`src/hw/rtl/lsfe_pkg.sv`:
```
// shared types and constants for the lsb stego frame extractor
package lsfe_pkg;

  localparam int BYTE_W = 8;
  localparam int KIND_W = 2;
  localparam int CFG_IDX_W = 2;

  // configuration register indexes
  localparam logic [CFG_IDX_W-1:0] CFG_HEADER_SKIP  = 2'd0;
  localparam logic [CFG_IDX_W-1:0] CFG_MAGIC_FIRST  = 2'd1;
  localparam logic [CFG_IDX_W-1:0] CFG_MAGIC_SECOND = 2'd2;

  // configuration reset values
  localparam logic [BYTE_W-1:0] HEADER_SKIP_RST  = 8'd54;
  localparam logic [BYTE_W-1:0] MAGIC_FIRST_RST  = 8'd35;
  localparam logic [BYTE_W-1:0] MAGIC_SECOND_RST = 8'd42;

  // result kinds
  localparam logic [KIND_W-1:0] KIND_EXT       = 2'd0;
  localparam logic [KIND_W-1:0] KIND_DATA      = 2'd1;
  localparam logic [KIND_W-1:0] KIND_MAGIC_ERR = 2'd2;
  localparam logic [KIND_W-1:0] KIND_EMPTY_END = 2'd3;

  typedef struct packed {
    logic [BYTE_W-1:0] header_skip;
    logic [BYTE_W-1:0] magic_first;
    logic [BYTE_W-1:0] magic_second;
  } lsfe_cfg_t;

  typedef struct packed {
    logic [BYTE_W-1:0] cover_byte;
    logic              start_of_image;
  } lsfe_item_t;

  typedef struct packed {
    logic [BYTE_W-1:0] out_byte;
    logic [KIND_W-1:0] kind;
    logic              run_last;
  } lsfe_res_t;

endpackage

```
`src/hw/rtl/lsfe_if.sv`:
```
// valid/ready channel interfaces for file bytes in and decoded words out
interface lsfe_in_if;
  logic       valid;
  logic       ready;
  logic [7:0] cover_byte;
  logic       start_of_image;

  modport source (output valid, output cover_byte, output start_of_image, input ready);
  modport sink (input valid, input cover_byte, input start_of_image, output ready);
endinterface

interface lsfe_out_if;
  logic       valid;
  logic       ready;
  logic [7:0] out_byte;
  logic [1:0] kind;
  logic       run_last;

  modport source (output valid, output out_byte, output kind, output run_last, input ready);
  modport sink (input valid, input out_byte, input kind, input run_last, output ready);
endinterface

```
`src/hw/rtl/lsfe_in_reg.sv`:
```
// input register stage holding one accepted file byte
module lsfe_in_reg (
  input  logic                clk,
  input  logic                rst_n,
  input  logic                in_valid,
  input  lsfe_pkg::lsfe_item_t in_item,
  input  logic                advance,
  output logic                in_ready,
  output logic                item_vld,
  output lsfe_pkg::lsfe_item_t item
);
  import lsfe_pkg::*;

  logic       vld_r;
  lsfe_item_t item_r;

  assign in_ready = !vld_r || advance;
  assign item_vld = vld_r;
  assign item     = item_r;

  always_ff @(posedge clk) begin
    if (!rst_n) begin
      vld_r <= 1'b0;
    end else if (in_ready) begin
      vld_r <= in_valid;
    end
  end

  always_ff @(posedge clk) begin
    if (in_ready && in_valid) begin
      item_r <= in_item;
    end
  end
endmodule

```
`src/hw/rtl/lsfe_core.sv`:
```
// frame parser: header skip, bit gathering, magic check and run counting
module lsfe_core #(
  parameter int LENGTH_BITS = 32
) (
  input  logic                 clk,
  input  logic                 rst_n,
  input  logic                 advance,
  input  lsfe_pkg::lsfe_item_t item,
  input  lsfe_pkg::lsfe_cfg_t  cfg,
  output logic                 res_vld,
  output lsfe_pkg::lsfe_res_t  res
);
  import lsfe_pkg::*;

  localparam int BC_W = $clog2(LENGTH_BITS);
  localparam logic [BC_W-1:0] BYTE_LAST = BC_W'(BYTE_W - 1);
  localparam logic [BC_W-1:0] LEN_LAST  = BC_W'(LENGTH_BITS - 1);

  typedef enum logic [7:0] {
    PH_HEADER  = 8'b0000_0001,
    PH_MAGIC   = 8'b0000_0010,
    PH_EXTLEN  = 8'b0000_0100,
    PH_EXT     = 8'b0000_1000,
    PH_DATALEN = 8'b0001_0000,
    PH_DATA    = 8'b0010_0000,
    PH_DONE    = 8'b0100_0000,
    PH_HALT    = 8'b1000_0000
  } phase_t;

  phase_t                 phase_r, phase_nxt, phase_e;
  logic [BYTE_W-1:0]      hcount_r, hcount_nxt, hcount_e;
  logic [BC_W-1:0]        bcount_r, bcount_nxt, bcount_e;
  logic [LENGTH_BITS-1:0] shift_r, shift_nxt, shift_e;
  logic                   midx_r, midx_nxt, midx_e;
  logic                   mbad_r, mbad_nxt, mbad_e;
  logic [LENGTH_BITS-1:0] remain_r, remain_nxt, remain_e, remain_dec;
  logic [LENGTH_BITS-1:0] gathered;
  logic                   byte_done, len_done, sof;
  lsfe_res_t              res_c;
  logic                   res_vld_c;

  assign sof = item.start_of_image;

  always_comb begin
    // a start flag restarts parsing on this very byte
    phase_e  = sof ? PH_HEADER : phase_r;
    hcount_e = sof ? '0 : hcount_r;
    bcount_e = sof ? '0 : bcount_r;
    shift_e  = sof ? '0 : shift_r;
    midx_e   = sof ? 1'b0 : midx_r;
    mbad_e   = sof ? 1'b0 : mbad_r;
    remain_e = sof ? '0 : remain_r;

    gathered   = shift_e | ({{(LENGTH_BITS-1){1'b0}}, item.cover_byte[0]} << bcount_e);
    byte_done  = (bcount_e == BYTE_LAST);
    len_done   = (bcount_e == LEN_LAST);
    remain_dec = remain_e - {{(LENGTH_BITS-1){1'b0}}, 1'b1};

    phase_nxt  = phase_e;
    hcount_nxt = hcount_e;
    bcount_nxt = bcount_e;
    shift_nxt  = shift_e;
    midx_nxt   = midx_e;
    mbad_nxt   = mbad_e;
    remain_nxt = remain_e;
    res_vld_c  = 1'b0;
    res_c      = '0;

    if (phase_e == PH_HEADER) begin
      if (hcount_e < cfg.header_skip) begin
        hcount_nxt = hcount_e + 8'd1;
      end else begin
        phase_nxt = PH_MAGIC;
      end
    end

    // bit gatherer for phases that collect hidden bits
    if (phase_nxt == PH_MAGIC || phase_nxt == PH_EXT || phase_nxt == PH_DATA) begin
      if (byte_done) begin
        shift_nxt  = '0;
        bcount_nxt = '0;
      end else begin
        shift_nxt  = gathered;
        bcount_nxt = bcount_e + BC_W'(1);
      end
    end else if (phase_nxt == PH_EXTLEN || phase_nxt == PH_DATALEN) begin
      if (len_done) begin
        shift_nxt  = '0;
        bcount_nxt = '0;
      end else begin
        shift_nxt  = gathered;
        bcount_nxt = bcount_e + BC_W'(1);
      end
    end

    unique case (phase_nxt)
      PH_HEADER, PH_DONE, PH_HALT: begin
      end
      PH_MAGIC: begin
        if (byte_done) begin
          if (!midx_e) begin
            mbad_nxt = (gathered[BYTE_W-1:0] != cfg.magic_first);
            midx_nxt = 1'b1;
          end else begin
            midx_nxt = 1'b0;
            if (mbad_e || gathered[BYTE_W-1:0] != cfg.magic_second) begin
              phase_nxt      = PH_HALT;
              res_vld_c      = 1'b1;
              res_c.out_byte = '0;
              res_c.kind     = KIND_MAGIC_ERR;
              res_c.run_last = 1'b0;
            end else begin
              phase_nxt = PH_EXTLEN;
            end
          end
        end
      end
      PH_EXTLEN: begin
        if (len_done) begin
          remain_nxt = gathered;
          phase_nxt  = (gathered != '0) ? PH_EXT : PH_DATALEN;
        end
      end
      PH_EXT: begin
        if (byte_done) begin
          remain_nxt     = remain_dec;
          res_vld_c      = 1'b1;
          res_c.out_byte = gathered[BYTE_W-1:0];
          res_c.kind     = KIND_EXT;
          res_c.run_last = (remain_dec == '0);
          if (remain_dec == '0) begin
            phase_nxt = PH_DATALEN;
          end
        end
      end
      PH_DATALEN: begin
        if (len_done) begin
          remain_nxt = gathered;
          if (gathered == '0) begin
            phase_nxt      = PH_DONE;
            res_vld_c      = 1'b1;
            res_c.out_byte = '0;
            res_c.kind     = KIND_EMPTY_END;
            res_c.run_last = 1'b0;
          end else begin
            phase_nxt = PH_DATA;
          end
        end
      end
      PH_DATA: begin
        if (byte_done) begin
          remain_nxt     = remain_dec;
          res_vld_c      = 1'b1;
          res_c.out_byte = gathered[BYTE_W-1:0];
          res_c.kind     = KIND_DATA;
          res_c.run_last = (remain_dec == '0);
          if (remain_dec == '0) begin
            phase_nxt = PH_DONE;
          end
        end
      end
      default: begin
        phase_nxt = PH_HALT;
      end
    endcase
  end

  assign res_vld = res_vld_c;
  assign res     = res_c;

  always_ff @(posedge clk) begin
    if (!rst_n) begin
      phase_r  <= PH_HEADER;
      hcount_r <= '0;
      bcount_r <= '0;
      shift_r  <= '0;
      midx_r   <= 1'b0;
      mbad_r   <= 1'b0;
      remain_r <= '0;
    end else if (advance) begin
      phase_r  <= phase_nxt;
      hcount_r <= hcount_nxt;
      bcount_r <= bcount_nxt;
      shift_r  <= shift_nxt;
      midx_r   <= midx_nxt;
      mbad_r   <= mbad_nxt;
      remain_r <= remain_nxt;
    end
  end
endmodule

```
`src/hw/rtl/lsfe_out_reg.sv`:
```
// result register that holds a decoded word until the sink takes it
module lsfe_out_reg (
  input  logic                clk,
  input  logic                rst_n,
  input  logic                advance,
  input  logic                res_vld,
  input  lsfe_pkg::lsfe_res_t res,
  input  logic                out_ready,
  output logic                out_vld,
  output lsfe_pkg::lsfe_res_t out_res
);
  import lsfe_pkg::*;

  logic      vld_r;
  lsfe_res_t res_r;

  assign out_vld = vld_r;
  assign out_res = res_r;

  always_ff @(posedge clk) begin
    if (!rst_n) begin
      vld_r <= 1'b0;
    end else if (advance) begin
      vld_r <= res_vld;
    end else if (out_ready) begin
      vld_r <= 1'b0;
    end
  end

  always_ff @(posedge clk) begin
    if (advance && res_vld) begin
      res_r <= res;
    end
  end
endmodule

```
`src/hw/rtl/lsb_stego_frame_extractor.sv`:
```
// top level: recovers a frame hidden in the low bits of an image byte stream
// an accepted word waits in the input register until the parser steps, then its result enters the result register
// throughput: one file byte per cycle, set by the single-pass parser between
// the input register and the result register; stalls only when the result waits
// reset: synchronous, clears parser state and loads the default configuration
// an item that produces no result still passes both registers and drops out
module lsb_stego_frame_extractor #(
  parameter int LENGTH_BITS = 32
) (
  input  logic                            clk,
  input  logic                            rst_n,
  lsfe_in_if.sink                         in_ch,
  lsfe_out_if.source                      out_ch,
  input  logic                            cfg_wr_en,
  input  logic [lsfe_pkg::CFG_IDX_W-1:0]  cfg_index,
  input  logic [lsfe_pkg::BYTE_W-1:0]     cfg_wdata
);
  import lsfe_pkg::*;

  lsfe_cfg_t  cfg_r;
  lsfe_item_t in_item, item;
  lsfe_res_t  res, out_res;
  logic       item_vld, advance, res_vld, out_vld, in_ready;

  always_ff @(posedge clk) begin
    if (!rst_n) begin
      cfg_r.header_skip  <= HEADER_SKIP_RST;
      cfg_r.magic_first  <= MAGIC_FIRST_RST;
      cfg_r.magic_second <= MAGIC_SECOND_RST;
    end else if (cfg_wr_en) begin
      unique case (cfg_index)
        CFG_HEADER_SKIP:  cfg_r.header_skip  <= cfg_wdata;
        CFG_MAGIC_FIRST:  cfg_r.magic_first  <= cfg_wdata;
        CFG_MAGIC_SECOND: cfg_r.magic_second <= cfg_wdata;
        default: begin
        end
      endcase
    end
  end

  assign in_item.cover_byte     = in_ch.cover_byte;
  assign in_item.start_of_image = in_ch.start_of_image;
  assign in_ch.ready            = in_ready;

  // parser steps only when the result slot is free or draining
  assign advance = item_vld && (!out_vld || out_ch.ready);

  lsfe_in_reg u_in_reg (
    .clk      (clk),
    .rst_n    (rst_n),
    .in_valid (in_ch.valid),
    .in_item  (in_item),
    .advance  (advance),
    .in_ready (in_ready),
    .item_vld (item_vld),
    .item     (item)
  );

  lsfe_core #(
    .LENGTH_BITS (LENGTH_BITS)
  ) u_core (
    .clk     (clk),
    .rst_n   (rst_n),
    .advance (advance),
    .item    (item),
    .cfg     (cfg_r),
    .res_vld (res_vld),
    .res     (res)
  );

  lsfe_out_reg u_out_reg (
    .clk       (clk),
    .rst_n     (rst_n),
    .advance   (advance),
    .res_vld   (res_vld),
    .res       (res),
    .out_ready (out_ch.ready),
    .out_vld   (out_vld),
    .out_res   (out_res)
  );

  assign out_ch.valid    = out_vld;
  assign out_ch.out_byte = out_res.out_byte;
  assign out_ch.kind     = out_res.kind;
  assign out_ch.run_last = out_res.run_last;

  a_marker_zero: assert property (@(posedge clk) disable iff (!rst_n)
    out_ch.valid && (out_ch.kind == KIND_MAGIC_ERR || out_ch.kind == KIND_EMPTY_END)
    |-> (out_ch.out_byte == '0) && !out_ch.run_last)
    else $error("marker word carries a byte or a last flag");

  a_empty_stage_ready: assert property (@(posedge clk) disable iff (!rst_n)
    !item_vld |-> in_ch.ready)
    else $error("empty input stage refuses a word");

  a_no_overrun: assert property (@(posedge clk) disable iff (!rst_n)
    item_vld && out_ch.valid && !out_ch.ready |-> !in_ch.ready)
    else $error("input accepted while both stages are blocked");

  a_result_holds: assert property (@(posedge clk) disable iff (!rst_n)
    out_ch.valid && !out_ch.ready |=> out_ch.valid)
    else $error("pending result dropped");
endmodule

```
`src/flat_wrapper.sv`:
```
// flat-port wrapper written by rule: the top's interface ports become plain ports
module lsb_stego_frame_extractor_flat import lsfe_pkg::*;
#(
  parameter int LENGTH_BITS = 32
)
  (clk, rst_n, cfg_wr_en, cfg_index, cfg_wdata, in_ch_valid, in_ch_cover_byte, in_ch_start_of_image, in_ch_ready, out_ch_valid, out_ch_out_byte, out_ch_kind, out_ch_run_last, out_ch_ready);
  lsfe_in_if in_ch_i ();
  lsfe_out_if out_ch_i ();
  input  logic clk;
  input  logic rst_n;
  input  logic cfg_wr_en;
  input  logic [lsfe_pkg::CFG_IDX_W-1:0] cfg_index;
  input  logic [lsfe_pkg::BYTE_W-1:0] cfg_wdata;
  input wire logic [$bits(in_ch_i.valid)-1:0] in_ch_valid;
  input wire logic [$bits(in_ch_i.cover_byte)-1:0] in_ch_cover_byte;
  input wire logic [$bits(in_ch_i.start_of_image)-1:0] in_ch_start_of_image;
  output wire logic [$bits(in_ch_i.ready)-1:0] in_ch_ready;
  output wire logic [$bits(out_ch_i.valid)-1:0] out_ch_valid;
  output wire logic [$bits(out_ch_i.out_byte)-1:0] out_ch_out_byte;
  output wire logic [$bits(out_ch_i.kind)-1:0] out_ch_kind;
  output wire logic [$bits(out_ch_i.run_last)-1:0] out_ch_run_last;
  input wire logic [$bits(out_ch_i.ready)-1:0] out_ch_ready;
  assign in_ch_i.valid = in_ch_valid;
  assign in_ch_i.cover_byte = in_ch_cover_byte;
  assign in_ch_i.start_of_image = in_ch_start_of_image;
  assign in_ch_ready = in_ch_i.ready;
  assign out_ch_valid = out_ch_i.valid;
  assign out_ch_out_byte = out_ch_i.out_byte;
  assign out_ch_kind = out_ch_i.kind;
  assign out_ch_run_last = out_ch_i.run_last;
  assign out_ch_i.ready = out_ch_ready;
  lsb_stego_frame_extractor #(.LENGTH_BITS(LENGTH_BITS)) u_core (.clk(clk), .rst_n(rst_n), .in_ch(in_ch_i), .out_ch(out_ch_i), .cfg_wr_en(cfg_wr_en), .cfg_index(cfg_index), .cfg_wdata(cfg_wdata));
endmodule
```
`config.mk`:
```
export PLATFORM = sky130hd
export DESIGN_NAME = lsb_stego_frame_extractor_flat
export DESIGN_NICKNAME = d
export VERILOG_FILES = /design/src/hw/rtl/lsfe_pkg.sv /design/src/hw/rtl/lsfe_if.sv /design/src/hw/rtl/lsfe_in_reg.sv /design/src/hw/rtl/lsfe_core.sv /design/src/hw/rtl/lsfe_out_reg.sv /design/src/hw/rtl/lsb_stego_frame_extractor.sv /design/src/flat_wrapper.sv
export SDC_FILE = /design/constraint.sdc
export NUM_CORES = 1
export LEC_CHECK = 0
export BUFFER_PORTS_ARGS = -buffer_cell sky130_fd_sc_hd__buf_4
export CORE_ASPECT_RATIO = 1.5
export CORE_MARGIN = 4
export CORE_UTILIZATION = 60
export CTS_CLUSTER_SIZE = 28
export DETAILED_ROUTE_END_ITERATION = 8
export PLACE_DENSITY = 0.87
export SKIP_CTS_REPAIR_TIMING = 1
export SLEW_MARGIN = 20
export SYNTH_ARGS = -nofsm -noshare
export SYNTH_HDL_FRONTEND = slang
export SYNTH_SLANG_ARGS = --single-unit
```
`constraint.sdc`:
```
create_clock -name clk -period 5.3 [get_ports clk]
set_input_delay 1.06 -clock clk [delete_from_list [all_inputs] [get_ports clk]]
set_output_delay 1.06 -clock clk [all_outputs]
set_load 0.03 [all_outputs]
```
==> impl_metrics.json <==
{
  "clkTransAtPathRegs_ns": 0.06,
  "synth_cell_types": 87,
  "root_buffer": "clkbuf_16",
  "cts_buffer_depth": 2,
  "yosys.area.top_type": "dfxtp_1",
  "min_period_ns": 4.10,
  "cts_tree": "built",
  "first_iter_violations": 1263,
  "timing.setup.tns_ns": 0,
  "die_x_um": 104,
  "worstSetupPathType": "reg -> reg",
  "fp.coreArea_um2": 13600,
  "htreeDepth": 4,
  "multiInputGateArea_um2": 5240,
  "fmax_mhz": 244,
  "arrival_ns": 4.16,
  "numCtsBuffers": 17,
  "max_stage_delay_ns": 0.70,
  "ys_top_cells_by_count": "164 x nor2_1, 113 x dfxtp_1, 104 x nand2_1",
  "drive_gt1_share_pct": 10.2,
  "io_buffers": 29,
  "period_share_pct": 77.3,
  "viasPerCell": 7.14,
  "power.density_nw_per_um2": 259,
  "final_nets": 1106,
  "firstDrtPassIters": 7,
  "synth_edf_count": 13,
  "path_max_fanout": 78,
  "routedWlPerCell_um": 22.0,
  "start_util_pct": 61.4,
  "dieArea_um2": 15900,
  "synth_most_common_cell": "nor2_1",
  "syn_area_um2": 8350,
  "maxSlewHeadroom_pct": 38.1,
  "grt_overflow": 0,
  "tightest_slew_ns": 0.928,
  "seq_area_frac_synth_pct": 31.8,
  "hpwl_um": 18400,
  "rows": 52,
  "ios": 37,
  "status": "completed",
  "diodes": 0,
  "worst_hold_slack_ns": 0.486,
  "ys_top_cells_by_area": "dfxtp_1 27%, nor2_1 7.4%, edfxtp_1 4.7%",
  "syn_avg_cell_area_um2": 7.65,
  "end_kind": "flip-flop",
  "hold_viol_final": 0,
  "grt_max_degree": 79,
  "ys_warn_count": 0,
  "grt_pass1_wl_um": 43800,
  "path_cells": "buf_12 -> inv_2 -> buf_4 -> and3_1 -> ha_1 -> inv_1 -> nor3_1 -> o2bb2ai_1 -> o21a_1",
  "syn_nets": 1127,
  "synthFlopType": "dfxtp_1",
  "syn_inst": 1091,
  "hold_class": "reg -> reg",
  "stdcell_area_um2": 9140,
  "fin_skew_ns": 0.00831,
  "clock_latency_ns": 0.44,
  "ant_nets": 0,
  "grt_pass1_vias": 8523,
  "rsz0062_at_grt": "no",
  "cap_viol_max_count": 0,
  "clkSinkCount": 126,
  "required_ns": 5.36,
  "dieHeight_um": 152,
  "synth_top_area_share_pct": 27.1,
  "postPlaceCellArea_um2": 8560,
  "worstSetupStartpointType": "flip-flop",
  "synthArstFlopShare_pct": 0,
  "remaining_drc_errors": 0,
  "vias": 8891,
  "finalWeightedCongestion": 0.967,
  "synth_seq_cells": 126,
  "grt_usage_pct": 34.1,
  "setup_viol": 0,
  "grt_antenna_before_repair": 0,
  "irDropWorstVdd_v": 0.000232,
  "n_fill_cell": 1062,
  "register_area_um2": 2650,
  "synthToLayoutAreaGrowth_pct": 9.39,
  "drt-total-wl_um": 27400,
  "slew_violations": 0,
  "cp_slowest_cell": "o21a_1",
  "p_leak_uw": 0.00337
}
path summary, 6_finish.rpt:
check / slack [ns] / to / start / cells after the start
worst min register to register: 0.49 / u_core.u_core.shift_r[21]$_SDFFE_PN0P_ / u_core.u_core.shift_r[21]$_SDFFE_PN0P_ / 2
worst max-delay path: 1.20 / u_core.u_out_reg.out_res[6]$_DFFE_PP_ / u_core.u_in_reg.item[0]$_DFFE_PP_ / 9
worst min-delay path: 0.49 / u_core.u_core.shift_r[21]$_SDFFE_PN0P_ / u_core.u_core.shift_r[21]$_SDFFE_PN0P_ / 2
worst max register to register: 1.20 / u_core.u_out_reg.out_res[6]$_DFFE_PP_ / u_core.u_in_reg.item[0]$_DFFE_PP_ / 9
sequential cells by signal, indices dropped and copies added, names as in the netlist, 2 cells and up:
register and flops:
u_core.cfg_r 24, u_core.u_out_reg.out_res 11, u_core.u_core.phase_r 8, u_core.u_in_reg.item 2
u_core.u_core.bcount_r 5, u_core.u_core.hcount_r 8, u_core.u_core.remain_r 32, u_core.u_core.shift_r 32
metal layers:
metal | GRT usage (%) | up-vias | wire length (um)
met1 | 38.0 | 4070 | 9230
met5 | 0 | - | 0
li1 | - | 3967 | -
met2 | 55.2 | 666 | 13000
met4 | 28.4 | 0 | 2260
met3 | 7.29 | 188 | 2930
cell usage in the layout, fill, tap and decap left out, drive strengths merged, types with 12 or more instances in the layout:
cell,count
nor2,165
dfxtp,113
nand2,104
a21oi,55
o21ai,55
buf,50
a22oi,42
nor3,34
inv,32
nor4,30
nor2b,27
xnor2,27
a31oi,24
mux2i,23
clkbuf,19
nand3,18
xor2,16
edfxtp,13
a211oi,13
and3,12
ha,12
and2,12
stage by stage:
stage / std cells / utilization (%) / power, uW / worst slack (ns)
5_1_grt: 1245 / 67.2 / 2420 / 0.946
2_1_floorplan: 1091 / - / 1160 / 0.846
4_1_cts: 1245 / 67.2 / 2360 / 1.34
6_report: 1245 / 67.2 / 2370 / 1.20
3_3_place_gp: 1213 / 63.0 / 1210 / 1.48
3_5_place_dp: 1213 / 63.0 / 1220 / 1.37
cell type report:
class	instances	share of cell area, %
clock buffer	19	4.85
timing repair buffer	50	4.25
inverter	23	0.945
multi-input combinational	852	57.3
sequential	126	29.0
clock inverter	13	1.40
tap	162	2.22
critical path: cells and delay by family (launching register included):
family          cells  cell delay (ns)
fa+ha+maj           1             0.42
simple gates        2             0.66
flops               1             0.44
compound gates      2             0.97
buf+inv             4             1.17
report_power, final:
part | internal, uW | leakage (uW) | switching (uW) | total [uW]
sequential | 977 | 0.00106 | 17.6 | 994
clock | 668 | 0.000279 | 493 | 1160
combinational | 72.2 | 0.00203 | 139 | 211
total | 1720 | 0.00337 | 650 | 2370
cell families after synthesis:
logic type	count (synthesis)	share of synthesized area (%)
flip-flops	126	31.8
adder cells (fa/ha/maj)	12	1.80
AND/OR/NAND/NOR	474	28.3
multiplexers	24	2.89
AO/OA/AOI/OAI	299	25.1
buffers and inverters	113	5.62
XOR/XNOR	43	4.51
No activity file was read; power rests on OpenSTA's default activity.
